$ cat config.mk
export PLATFORM = sky130hd
export DESIGN_NAME = srfc_frame_track
export DESIGN_NICKNAME = d
export VERILOG_FILES = /design/src/rtl/srfc_pkg.sv /design/src/rtl/srfc_frame_track.sv
export VERILOG_INCLUDE_DIRS = /design/src /design/src/rtl
export SDC_FILE = /design/constraint.sdc
export NUM_CORES = 1
export LEC_CHECK = 0
export BUFFER_PORTS_ARGS = -buffer_cell sky130_fd_sc_hd__buf_2
export CORE_MARGIN = 3
export CORE_UTILIZATION = 55
export CTS_CLUSTER_DIAMETER = 30
export DETAILED_ROUTE_END_ITERATION = 8
export PLACE_DENSITY = 0.86
export SETUP_SLACK_MARGIN = 0.1
export SLEW_MARGIN = 20
export SYNTH_ARGS = -nofsm -noshare
export SYNTH_HDL_FRONTEND = slang
export SYNTH_SLANG_ARGS = --single-unit
$ cat constraint.sdc
create_clock -name clock -period 3.87 [get_ports clock]
set_input_delay 0.387 -clock clock [delete_from_list [all_inputs] [get_ports clock]]
set_output_delay 0.387 -clock clock [all_outputs]
set_load 0.05 [all_outputs]
$ cat src/rtl/sensor_response_frame_checker_defines.svh
// ----------------------------------------------------------------------------
// Sensor response frame checker - assertion macros
// Shared property wrappers, clocked on clock and disabled during reset.
// ----------------------------------------------------------------------------
`ifndef SENSOR_RESPONSE_FRAME_CHECKER_DEFINES_SVH
`define SENSOR_RESPONSE_FRAME_CHECKER_DEFINES_SVH

// same-cycle implication
`define SRFC_ASSERT_IMPLY(label, ante, cons, msg) \
   label: assert property (@(posedge clock) disable iff (reset) (ante) |-> (cons)) \
      else $error(msg);

// next-cycle implication
`define SRFC_ASSERT_NEXT(label, ante, cons, msg) \
   label: assert property (@(posedge clock) disable iff (reset) (ante) |=> (cons)) \
      else $error(msg);

`endif

$ cat src/rtl/srfc_pkg.sv
// ----------------------------------------------------------------------------
// srfc_pkg
// Types, constants and the CRC16 byte update for the response frame checker.
// ----------------------------------------------------------------------------
package srfc_pkg;

   localparam int MAX_PAYLOAD_DEFAULT = 7;
   localparam int PAYLOAD_VIEW        = 7;   // longest payload that is decoded

   localparam logic [7:0]  FUNC_CODE     = 8'h03;
   localparam logic [15:0] CRC_INIT      = 16'hFFFF;
   localparam logic [15:0] CRC_POLY      = 16'hA001;
   localparam logic [15:0] DEFAULT_MODEL = 16'd2320;
   localparam logic [3:0]  PLEN_MEASURE  = 4'd4;
   localparam logic [3:0]  PLEN_INFO     = 4'd7;
   localparam logic [3:0]  INDEX_LIMIT   = PLEN_INFO + 4'd4;

   typedef enum logic [1:0] {
      STATUS_OK     = 2'd0,
      STATUS_HEADER = 2'd1,
      STATUS_CRC    = 2'd2
   } status_type;

   typedef enum logic {
      KIND_MEASURE = 1'b0,
      KIND_INFO    = 1'b1
   } frame_kind_type;

   typedef struct packed {
      logic [7:0] rx_byte;
      logic       frame_start;
   } req_type;

   typedef struct packed {
      status_type         status;
      logic [15:0]        humidity_tenths;
      logic signed [15:0] temperature_tenths;
      logic [15:0]        model_number;
      logic [7:0]         version_number;
      logic [31:0]        device_serial;
   } rsp_type;

   // frame tracker -> decoder
   typedef struct packed {
      logic                         emit;
      logic                         header_good;
      logic                         crc_match;
      logic [PAYLOAD_VIEW-1:0][7:0] payload;
   } frame_evt_type;

   // reflected CRC16, one byte, eight shift steps
   function automatic logic [15:0] crc_feed(input logic [15:0] crc, input logic [7:0] data);
      logic [15:0] c;
      c = crc ^ {8'h00, data};
      for (int k = 0; k < 8; k++) begin
         if (c[0]) begin
            c = (c >> 1) ^ CRC_POLY;
         end else begin
            c = c >> 1;
         end
      end
      return c;
   endfunction

endpackage

$ cat src/rtl/srfc_frame_track.sv
// ----------------------------------------------------------------------------
// srfc_frame_track
// Byte position, running CRC, header check and payload capture.
// ----------------------------------------------------------------------------
`include "sensor_response_frame_checker_defines.svh"

module srfc_frame_track #(
   parameter int MAX_PAYLOAD = srfc_pkg::MAX_PAYLOAD_DEFAULT
) (
   input  logic                     clock,
   input  logic                     reset,
   input  logic                     accept,
   input  srfc_pkg::req_type        req_data,
   input  srfc_pkg::frame_kind_type frame_kind,
   output srfc_pkg::frame_evt_type  frame_evt
);

   logic [3:0]  byte_index_ff, byte_index_in;
   logic [15:0] crc_ff, crc_in;
   logic        header_good_ff, header_good_in;
   logic [7:0]  crc_low_ff, crc_low_in;
   logic [7:0]  payload_ff [MAX_PAYLOAD];

   logic [3:0]  plen, last, last_plus_one, idx_eff;
   logic [15:0] crc_eff;
   logic        header_eff, active, body;

   always_comb begin
      plen          = (frame_kind == srfc_pkg::KIND_INFO) ? srfc_pkg::PLEN_INFO
                                                          : srfc_pkg::PLEN_MEASURE;
      last          = plen + 4'd3;
      last_plus_one = plen + 4'd4;
      idx_eff       = req_data.frame_start ? 4'd0 : byte_index_ff;
      crc_eff       = req_data.frame_start ? srfc_pkg::CRC_INIT : crc_ff;
      header_eff    = req_data.frame_start ? 1'b1 : header_good_ff;
      active        = (idx_eff <= last);
      body          = (idx_eff < (plen + 4'd2));
   end

   always_comb begin
      byte_index_in  = byte_index_ff;
      crc_in         = crc_ff;
      header_good_in = header_good_ff;
      crc_low_in     = crc_low_ff;
      if (accept) begin
         byte_index_in  = idx_eff;
         crc_in         = crc_eff;
         header_good_in = header_eff;
         if (active) begin
            byte_index_in = idx_eff + 4'd1;
            if (body) begin
               if ((idx_eff == 4'd0) && (req_data.rx_byte != srfc_pkg::FUNC_CODE)) begin
                  header_good_in = 1'b0;
               end
               if ((idx_eff == 4'd1) && (req_data.rx_byte != {4'd0, plen})) begin
                  header_good_in = 1'b0;
               end
               crc_in = srfc_pkg::crc_feed(crc_eff, req_data.rx_byte);
            end else if (idx_eff == (plen + 4'd2)) begin
               crc_low_in = req_data.rx_byte;
            end
         end
      end
   end

   always_ff @(posedge clock) begin
      if (reset) begin
         byte_index_ff  <= 4'd0;
         crc_ff         <= srfc_pkg::CRC_INIT;
         header_good_ff <= 1'b1;
         crc_low_ff     <= 8'h00;
      end else begin
         byte_index_ff  <= byte_index_in;
         crc_ff         <= crc_in;
         header_good_ff <= header_good_in;
         crc_low_ff     <= crc_low_in;
      end
   end

   // payload capture, one entry per position
   for (genvar i = 0; i < MAX_PAYLOAD; i++) begin : g_store
      always_ff @(posedge clock) begin
         if (accept && active && body && (idx_eff == 4'(i + 2))) begin
            payload_ff[i] <= req_data.rx_byte;
         end
      end
   end

   // decoded view; positions past the store read as zero
   for (genvar i = 0; i < srfc_pkg::PAYLOAD_VIEW; i++) begin : g_view
      if (i < MAX_PAYLOAD) begin : g_held
         assign frame_evt.payload[i] = payload_ff[i];
      end else begin : g_none
         assign frame_evt.payload[i] = 8'h00;
      end
   end

   // CRC state is only ever used on the last byte, never right after a restart
   assign frame_evt.emit        = accept && active && (idx_eff == last);
   assign frame_evt.header_good = header_good_ff;
   assign frame_evt.crc_match   = ({req_data.rx_byte, crc_low_ff} == crc_ff);

   `SRFC_ASSERT_NEXT(a_emit_parks_index, frame_evt.emit, byte_index_ff == $past(last_plus_one), "index not parked after frame end")
   `SRFC_ASSERT_IMPLY(a_index_bound, 1'b1, byte_index_ff <= srfc_pkg::INDEX_LIMIT, "byte index out of range")

endmodule

Word level (Yosys, flattened, before mapping)
Memory sizes are Yosys's and may differ from the RTL's.
Index checks and enable logic that the tools add are counted.
{"block": "op_classes", "addsub": 3, "mul": 0, "n_div": 0, "n_lt_le_gt_ge": 2, "eq_ne": 13, "shift": 0, "mux": 72, "bitwise": 10, "n_reduce_logical": 20}
{"op": "2-to-1 mux 16 bit", "count": 32}
{"op": "2-to-1 mux 8 bit", "count": 6}
{"op": "OR reduction 8 bit", "count": 6}
{"op": "2-to-1 mux 1 bit", "count": 25}
{"op": "NOT 2 -> 3 bit", "count": 8}
{"op": "2-to-1 mux 3 bit", "count": 6}
{"op": "equality test 16 bit", "count": 1}
{"op": "equality test 4 x 3 -> 1 bit (second input constant)", "count": 4}
{"op": "bitwise XOR 16 x 8 -> 16 bit", "count": 1}
{"op": "logical AND 1 bit", "count": 12}
{"op": "adder 3 x 2 -> 4 bit (second input constant)", "count": 2}
{"op": "equality test 4 x 2 -> 1 bit (second input constant)", "count": 2}
{"op": "equality test 4 bit", "count": 2}
{"op": "2-to-1 mux 4 bit", "count": 2}
{"op": "inequality test 8 x 2 -> 1 bit (second input constant)", "count": 1}
{"op": "inequality test 8 x 3 -> 1 bit", "count": 1}
{"op": "adder 4 x 1 -> 4 bit (second input constant)", "count": 1}
{"op": "equality test 4 x 1 -> 1 bit (second input constant)", "count": 1}
{"op": "equality test 4 bit (second input constant)", "count": 1}
{"op": "<= comparator 4 bit", "count": 1}
{"op": "zero test 4 bit", "count": 1}
{"op": "less-than comparator 4 bit", "count": 1}
{"op": "AND reduction 4 bit", "count": 1}
{"op": "2-to-1 mux 2 bit", "count": 1}
{"op": "NOT 1 bit", "count": 1}
{"block": "totals", "reg_bits": 29, "latchBits": 0, "ramBits": 56, "rom_bits": 0, "output_inout_bits": 59, "wordCells": 125, "mem_count": 1}
{"name": "payload_ff", "words": 7, "width": 8, "rd": 7, "rd_ports_with_merged_regs": 0, "wr": 1, "line_no": "srfc_frame_track.sv:22", "text": "logic [7:0] payload_ff [MAX_PAYLOAD];"}

Depth between registers and ports, before layout
Gate-level depths: netlist (run 1).
{"block": "logic_depth", "ltp_word": 41, "mapped_depth": 11}

Worst setup path before layout (run 1)
OpenSTA, ideal clock, no wires.
{"block": "synth_path", "kind": "in2reg", "startpoint": "in req_data[0] (netlist bit)", "endpoint": "mem payload_ff[6][0], enable pin", "setup_ns": 0.370, "arrival_ns": 2.465, "t_required_ns": 3.500, "path_slack_ns": 1.035, "stages": 9, "path_buffers": 3, "cell_sequence": "clkbuf_1 clkbuf_1 nor2b_1 ha_1 a21oi_1 o21a_1 nand2_1 clkbuf_1 nor2_1"}
{"block": "synth_via", "elab_chain_cells": 14, "word_cells_on_any_way": 51, "cone_classes": "order compare: 2; eq/ne: 7; mux: 27; reduce/logical: 15"}
{"item": "from (decl)", "line_no": "srfc_frame_track.sv:13", "text": "input srfc_pkg::req_type req_data,"}
{"item": "2-to-1 mux 4 bit (*)", "line_no": "srfc_frame_track.sv:33", "text": "idx_eff = req_data.frame_start ? 4'd0 : byte_index_ff;"}
{"item": "<= comparator 4 bit", "line_no": "srfc_frame_track.sv:36", "text": "active = (idx_eff <= last);"}
{"item": "logical AND 1 bit (3 in series)", "line_no": "srfc_frame_track.sv:83", "text": "if (accept && active && body && (idx_eff == 4'(i + 2))) begin"}
{"item": "2-to-1 mux 1 bit", "line_no": "srfc_frame_track.sv:83"}
{"item": "2-to-1 mux 1 bit (implied by the code)", "line_no": "srfc_frame_track.sv:84", "text": "payload_ff[i] <= req_data.rx_byte;"}
{"item": "OR reduction 8 bit (no line)"}
{"item": "2-to-1 mux 3 bit (no line) or 2-to-1 mux 1 bit (tied branches) (6 in series)"}
{"item": "to (decl)", "line_no": "srfc_frame_track.sv:22"}
Every way passes the cells marked *; elsewhere a longest branch is shown, timed or not.

Final worst setup path (run 1)
{"block": "layout_path", "startpoint": "reg byte_index_ff[0]", "endpoint": "mem payload_ff[2][6], enable pin"}
{"block": "layout_via", "elab_chain_cells": 14, "word_cells_on_any_way": 51, "cone_classes": "order compare: 2; eq/ne: 7; mux: 27; reduce/logical: 15"}
{"item": "from (decl)", "line_no": "srfc_frame_track.sv:18", "text": "logic [3:0] byte_index_ff, byte_index_in;"}
{"item": "from (signal assigned)", "line_no": "srfc_frame_track.sv:73", "text": "byte_index_ff <= byte_index_in;"}
{"item": "2-to-1 mux 4 bit (*)", "line_no": "srfc_frame_track.sv:33"}
{"item": "<= comparator 4 bit", "line_no": "srfc_frame_track.sv:36"}
{"item": "logical AND 1 bit (3 in series)", "line_no": "srfc_frame_track.sv:83"}
{"item": "2-to-1 mux 1 bit", "line_no": "srfc_frame_track.sv:83"}
{"item": "2-to-1 mux 1 bit (implied by the code)", "line_no": "srfc_frame_track.sv:84"}
{"item": "OR reduction 8 bit (no line)"}
{"item": "2-to-1 mux 3 bit (no line) or 2-to-1 mux 1 bit (tied branches) (6 in series)"}
Marks and branches as above.

==> impl_metrics.py, run 1 <==
metrics = {
    "status": {
        "status": "finished, final reports clean",
    },
    "critical_path": {
        "worstPathMaxFanout": 8,
        "crit_chain": "nor2b_1 -> inv_1 -> ha_1 -> nor2_1 -> a221oi_1 -> o21a_1 -> nand2_1 -> nor3b_1 -> and2_1",
        "cp_data_arrival_time_ns": 2.94,
        "critical-path-max-stage-delay_ns": 0.42,
        "critical_path_buf_inv_count": 1,
        "cp_launch_type": "register",
        "crit_path_start": "byte_index_ff[0]$_SDFFE_PP0P_",
        "worstSetupPathType": "reg -> reg",
        "endpoint_kind": "register",
        "crit_path_required_time_ns": 3.89,
        "regToRegStartpoint": "byte_index_ff[0]$_SDFFE_PP0P_",
        "critical_path.slowest_cell": "and2_1",
        "cpLargestDelayFamily": "simple AND/OR/NAND/NOR gates",
    },
    "clock_tree": {
        "tritoncts_num_sinks": 85,
        "max-clock-path-buffers": 2,
        "cts-root-buf": "clkbuf_8",
        "clkLatencyLatePin_ns": 0.37,
        "clkSlewWorstSetupHoldPaths_ns": 0.09,
        "cts_hold_repair.buffers": 0,
        "cts_tree": "yes",
        "tritoncts.num_buffers": 9,
        "cts_setup_buffers": 0,
        "cts_max_level": 3,
        "post_cts.resized_instances": 0,
    },
    "placed_design": {
        "portBuffers": 71,
        "hpwl_um": 5687,
        "gp_routability_congestion": 0.9172,
        "dp_cells": 419,
        "placement.setup.worst_slack_ns": 0.8024,
    },
    "pwr": {
        "peakVddDrop_mv": 0.4141,
        "p_per_area_mw_per_mm2": 446.6,
        "design_power_total_w": 0.001893,
        "p_leak_nw": 1.617,
    },
    "grt": {
        "overflow_after_grt": 0,
        "grt_first_pass_wirelength_um": 12190,
        "grt_pass1_vias": 2331,
        "grt.total_usage_pct": 22.00,
        "antenna_found_initial": 0,
        "grt_start_max_net_pins": 31,
    },
    "die": {
        "floorplan.die.height_um": 87.63,
        "placement_rows": 29,
        "effective_utilization_at_floorplan_pct": 57.39,
        "floorplan.die_area_mm2": 0.007679,
        "core_area_mm2": 0.006386,
        "boundaryPins": 72,
        "die_x_um": 87.63,
    },
    "route": {
        "wire_per_inst_um": 18.43,
        "antenna_left": 0,
        "route.final.wire_length_um": 8015,
        "drt_pass1_iterations": 4,
        "via_count": 2365,
        "drt_first_iter_violations": 150,
        "viasPerCell": 5.437,
        "post-route-drc-count": 0,
    },
    "synth": {
        "avgSynthCellArea_um2": 12.77,
        "edff_count_synth": 56,
        "synth_flop_cell": "edfxtp_1",
        "ys_seq_area_share_pct": 61.73,
        "synthesis.area_mm2": 0.003665,
        "mappedNetlistNets": 309,
        "ys_warn_count": 0,
        "ys_ff_latch": 85,
        "ys_async_sr_fraction_pct": 0,
        "netlist_instances": 287,
        "yosys.cell_types.count": 36,
    },
    "timing": {
        "worst-slew-pin-transition_ns": 0.7526,
        "final.setup_skew_ns": 0.008147,
        "clock.fmax_mhz": 342.7,
        "setup-tns-final_ns": 0,
        "timing.final.setup_violations": 0,
        "post-route-min-period_ns": 2.918,
        "rsz_0062_raised_after_global_routing": "false",
        "min_period_over_period_pct": 75.41,
        "maxSlewHeadroom_pct": 49.64,
        "final_critical_path_setup_slack_ns": 0.9518,
        "drv_slew": 0,
        "holdWs_ns": 0.4017,
        "timing_hold_violations_final": 0,
    },
    "layout": {
        "multi_input_comb_area_mm2": 0.001286,
        "final_layout_size_suffix_gt1_share_pct": 25.70,
        "final.fill_count": 463,
        "antenna_cells_inserted": 0,
        "fin_cells": 435,
        "layout-area-overhead-vs-synth_pct": 15.67,
        "layout.nets": 375,
        "area_of_all_sequential_standard_cells_mm2": 0.002262,
    },
    "worst_hold_path": {
        "hold_start": "req_data[6]",
        "min_path_type": "in -> reg",
    },
    "flow_run": {
        "cap_violations": 0,
    },
}
## cells by family after synthesis
logic type                 share of synthesized area (%)
muxes                                              2.185
buffers and inverters                              3.175
adders and majority gates                          3.073
DFF                                                61.73
AOI/OAI and AO/OA                                  5.326
xor gates and xnor gates                           12.91
and+or+nand+nor                                    11.61
## report_power, final
| part | internal (W) | switching, W |
|---|---|---|
| Combinational | 0.000117 | 0.000117 |
| Clock | 0.000306 | 0.000339 |
| Sequential | 0.000988 | 0.0000256 |
## through the flow
step	instance area, µm²	utilization (%)
after global routing	4239	66.38
after CTS	4239	66.38
final	4239	66.38
after detailed placement	4038	63.22
after floorplan	3665	-
after global placement	4038	63.22
## final cells by class
cell class              count  area share (%)
multi-input cells         178           30.34
clock buffers               9           2.922
well taps                  77           2.273
clock inverters             7           1.830
flip-flops and latches     85           53.36
repair buffers             73           8.737
inverters                   6          0.5313
## metal layers
layer  wire length, µm  global-route usage, %  up-vias
li1                  -                      -     1131
met3               672                  7.150       11
met1              3264                  25.78     1135
met5                 0                      0        -
met2              3967                  36.92       88
met4               110                  9.763        0
## sequential cells by signal, summed over array words and instances (netlist names)
register / count
payload_ff: 56
crc_ff: 16
byte_index_ff: 4
header_good_ff: 1
crc_low_ff: 8
## Yosys cell counts (2+ instances only)
cell	number	share of area, %
a211oi_1	2	0.41
a21oi_1	7	0.96
and2_1	6	1.0
and3_1	3	0.51
buf_4	2	0.41
clkbuf_1	13	1.3
dfxtp_1	29	16
edfxtp_1	56	46
ha_1	9	3.1
inv_1	5	0.51
mux2i_1	8	2.2
nand2_1	7	0.72
nand2b_1	13	2.2
nand3b_1	3	0.61
nand4_1	6	1.0
nor2_1	33	3.4
nor2b_1	4	0.68
nor3_1	5	0.68
nor3b_1	2	0.41
nor4_1	2	0.34
o21a_1	2	0.41
o21bai_1	3	0.61
o22ai_1	12	2.0
xnor2_1	37	8.8
xnor3_1	2	1.2
xor2_1	6	1.4
## placed cells by master (no fill, tap or decap)
| cell | n |
|---|---|
| nor4_1 | 2 |
| o31ai_1 | 1 |
| nor3_1 | 5 |
| dfxtp_1 | 29 |
| o2111ai_1 | 1 |
| bufinv_16 | 1 |
| and3_1 | 3 |
| buf_2 | 71 |
| xor2_1 | 6 |
| clkinv_2 | 1 |
| a211oi_1 | 2 |
| nand2_1 | 7 |
| clkinvlp_4 | 1 |
| o22ai_1 | 12 |
| edfxtp_1 | 56 |
| xnor2_4 | 1 |
| and2_1 | 6 |
| nor2b_1 | 4 |
| o21bai_1 | 3 |
| xnor3_1 | 2 |
| nor3b_1 | 2 |
| buf_4 | 2 |
| mux2i_1 | 8 |
| a21oi_1 | 7 |
| xnor3_2 | 1 |
| inv_6 | 4 |
| a221oi_1 | 1 |
| inv_2 | 1 |
| nand3b_1 | 3 |
| inv_1 | 5 |
| clkbuf_8 | 9 |
| nand2b_1 | 13 |
| a22oi_1 | 1 |
| nor2_1 | 33 |
| nand4_1 | 6 |
| ha_1 | 9 |
| xnor2_1 | 37 |
| o21a_1 | 2 |
## path summary, 6_finish.rpt
| kind | endpoint | slack [ns] | cells past startpoint |
|---|---|---|---|
| max | payload_ff[2][6]$_DFFE_PP_ | 0.95 | 9 |
| min | payload_ff[1][5]$_DFFE_PP_ | 0.40 | 1 |
| max reg2reg | payload_ff[2][6]$_DFFE_PP_ | 0.95 | 9 |
| min reg2reg | crc_low_ff[1]$_SDFFE_PP0P_ | 0.53 | 2 |
(Power assumes the default switching activity.)
==> run 2: changes to the inputs <==
--- a/config.mk
+++ b/config.mk
@@ -8,10 +8,10 @@
 export LEC_CHECK = 0
 export BUFFER_PORTS_ARGS = -buffer_cell sky130_fd_sc_hd__buf_2
 export CORE_MARGIN = 3
-export CORE_UTILIZATION = 55
+export CORE_UTILIZATION = 49
 export CTS_CLUSTER_DIAMETER = 30
 export DETAILED_ROUTE_END_ITERATION = 8
-export PLACE_DENSITY = 0.86
+export PLACE_DENSITY = 0.81
 export SETUP_SLACK_MARGIN = 0.1
 export SLEW_MARGIN = 20
 export SYNTH_ARGS = -nofsm -noshare
==> constraint.sdc (replaced) <==
create_clock -name clock -period 2.45 [get_ports clock]
set_input_delay 0.245 -clock clock [delete_from_list [all_inputs] [get_ports clock]]
set_output_delay 0.245 -clock clock [all_outputs]
set_load 0.05 [all_outputs]
==> impl_metrics.py, run 2 (same netlist as run 1, synthesis figures left out) <==
metrics = {
    "critical_path": {
        "worstSetupPathType": "reg -> reg",
        "worstPathMaxFanout": 11,
        "crit_path_required_time_ns": 2.51,
        "cp_data_arrival_time_ns": 2.34,
        "endpoint_kind": "register",
        "cpMostUsedCell": "buf_4",
        "cp_launch_type": "register",
        "crit_chain": "nor2b_4 -> inv_2 -> ha_4 -> nor2_1 -> a221oi_1 -> o21a_1 -> nand2_2 -> buf_4 -> nor2_2 -> buf_4",
        "critical-path-max-stage-delay_ns": 0.35,
        "critical_path.slowest_cell": "dfxtp_1",
    },
    "die": {
        "floorplan.die_area_mm2": 0.008553,
        "placement_rows": 30,
        "die_x_um": 92.48,
        "effective_utilization_at_floorplan_pct": 52.21,
        "boundaryPins": 72,
        "floorplan.die.height_um": 92.48,
        "core_area_mm2": 0.007019,
    },
    "layout": {
        "layout-area-overhead-vs-synth_pct": 21.99,
        "regs_by_ff_count": "payload_ff x56, crc_ff x16, crc_low_ff x8",
        "final_cell_mix": "buf_2 (71), edfxtp_1 (56), xnor2_1 (37)",
        "largest_register_ffs": 56,
        "multi_input_comb_area_mm2": 0.001354,
        "largest_register_by_flop_count": "payload_ff",
        "antenna_cells_inserted": 0,
        "layout.nets": 390,
        "final_layout_size_suffix_gt1_share_pct": 33.24,
        "mostFrequentLayoutCell": "buf_2",
        "area_of_all_sequential_standard_cells_mm2": 0.002263,
        "final.fill_count": 524,
    },
    "route": {
        "antenna_left": 0,
        "via_count": 2395,
        "drt_pass1_iterations": 4,
        "drt_first_iter_violations": 112,
        "viasPerCell": 5.107,
        "route.final.wire_length_um": 7820,
        "wire_per_inst_um": 16.67,
        "post-route-drc-count": 0,
    },
    "placed_design": {
        "gp_routability_congestion": 0.8771,
        "portBuffers": 71,
        "hpwl_um": 5680,
        "placement.setup.worst_slack_ns": 0.02450,
    },
    "clock_tree": {
        "cts_tree": "yes",
        "clkSlewWorstSetupHoldPaths_ns": 0.10,
        "max-clock-path-buffers": 2,
        "cts_max_level": 3,
        "tritoncts_num_sinks": 85,
        "tritoncts.num_buffers": 9,
        "cts-root-buf": "clkbuf_8",
        "clkLatencyLatePin_ns": 0.36,
    },
    "timing": {
        "final.setup_skew_ns": 0.01351,
        "drv_slew": 0,
        "final_critical_path_setup_slack_ns": 0.1694,
        "clock.fmax_mhz": 438.5,
        "maxSlewHeadroom_pct": 69.44,
        "post-route-min-period_ns": 2.281,
        "timing.final.setup_violations": 0,
        "worst-slew-pin-transition_ns": 0.4584,
        "rsz_0062_raised_after_global_routing": "true",
        "setup-tns-final_ns": 0,
        "min_period_over_period_pct": 93.08,
        "timing_hold_violations_final": 0,
    },
    "grt": {
        "grt_first_pass_wirelength_um": 12260,
        "overflow_after_grt": 0,
        "antenna_found_initial": 0,
        "grt.total_usage_pct": 18.96,
        "grt_pass1_vias": 2259,
        "grt_start_max_net_pins": 31,
    },
    "status": {
        "status": "finished, final reports clean",
    },
    "pwr": {
        "peakVddDrop_mv": 0.3140,
        "p_per_area_mw_per_mm2": 680.8,
        "p_leak_nw": 1.709,
    },
    "worst_hold_path": {
        "min_path_type": "in -> reg",
    },
    "flow_run": {
        "cap_violations": 0,
    },
}
-- run 2: changes by cell type in the layout (fill, tap and decap cells not counted), sizes merged --
cell,previous run,this run
buf,73,88
inv,10,9
clkinv,1,2
-- run 2: final timing paths --
check,depth (start not counted),start,endpoint,slack (ns)
hold / removal,1,req_data[8],payload_ff[3][7]$_DFFE_PP_,0.25
hold reg to reg,2,crc_low_ff[6]$_SDFFE_PP0P_,crc_low_ff[6]$_SDFFE_PP0P_,0.53
setup reg to reg,10,byte_index_ff[0]$_SDFFE_PP0P_,payload_ff[6][2]$_DFFE_PP_,0.17
setup / recovery,10,byte_index_ff[0]$_SDFFE_PP0P_,payload_ff[6][2]$_DFFE_PP_,0.17
-- run 2: power breakdown --
part	internal, W	switching (W)
clock	0.000495	0.000548
sequential	0.00156	0.0000413
combinational	0.000202	0.000195
total	0.00226	0.000785
-- run 2: metrics by stage --
step | instance area (µm²) | total power, W | hold WS [ns] | util (%) | instances
2_1_floorplan | 3709 | 0.001933 | 0.3439 | - | 287
3_3_place_gp | 4219 | 0.002020 | 0.4970 | 60.11 | 452
3_5_place_dp | 4219 | 0.002023 | 0.5076 | 60.11 | 452
4_1_cts | 4434 | 0.003052 | 0.2462 | 63.17 | 468
5_1_grt | 4471 | 0.003160 | 0.2471 | 63.69 | 469
6_report | 4471 | 0.003044 | 0.2512 | 63.69 | 469
-- run 2: final cells by class --
cell class	count	share of cell area, %
Sequential cell	85	50.63
Multi-Input combinational cell	178	30.28
Timing Repair Buffer	88	11.08
Clock buffer	9	2.771
Tap cell	96	2.687
Clock inverter	7	2.043
Inverter	6	0.5038
-- run 2: worst max-delay path, delay by kind of cell, from the launching register on --
family | cells | cell delay [ns]
simple gates | 4 | 0.39
compound gates | 2 | 0.52
fa+ha+maj | 1 | 0.27
buf+inv | 3 | 0.45
flops | 1 | 0.35
-- run 2: timing repair --
action                                  4_1_cts  5_1_grt
gates cloned                                  0        0
buffers inserted                              0        1
gates resized for setup                       0        9
hold buffers                                  0        0
pin swaps                                     0        3
endpoints found under the hold margin         0        0
endpoints found under the setup margin       24       60
-- run 2: routing by layer --
layer	vias to the layer above	routed length, µm	GRT usage [%]
met1	1133	3724	26.96
met4	0	34	5.198
li1	1164	-	-
met5	-	0	0
met2	93	3562	28.88
met3	5	499	4.955
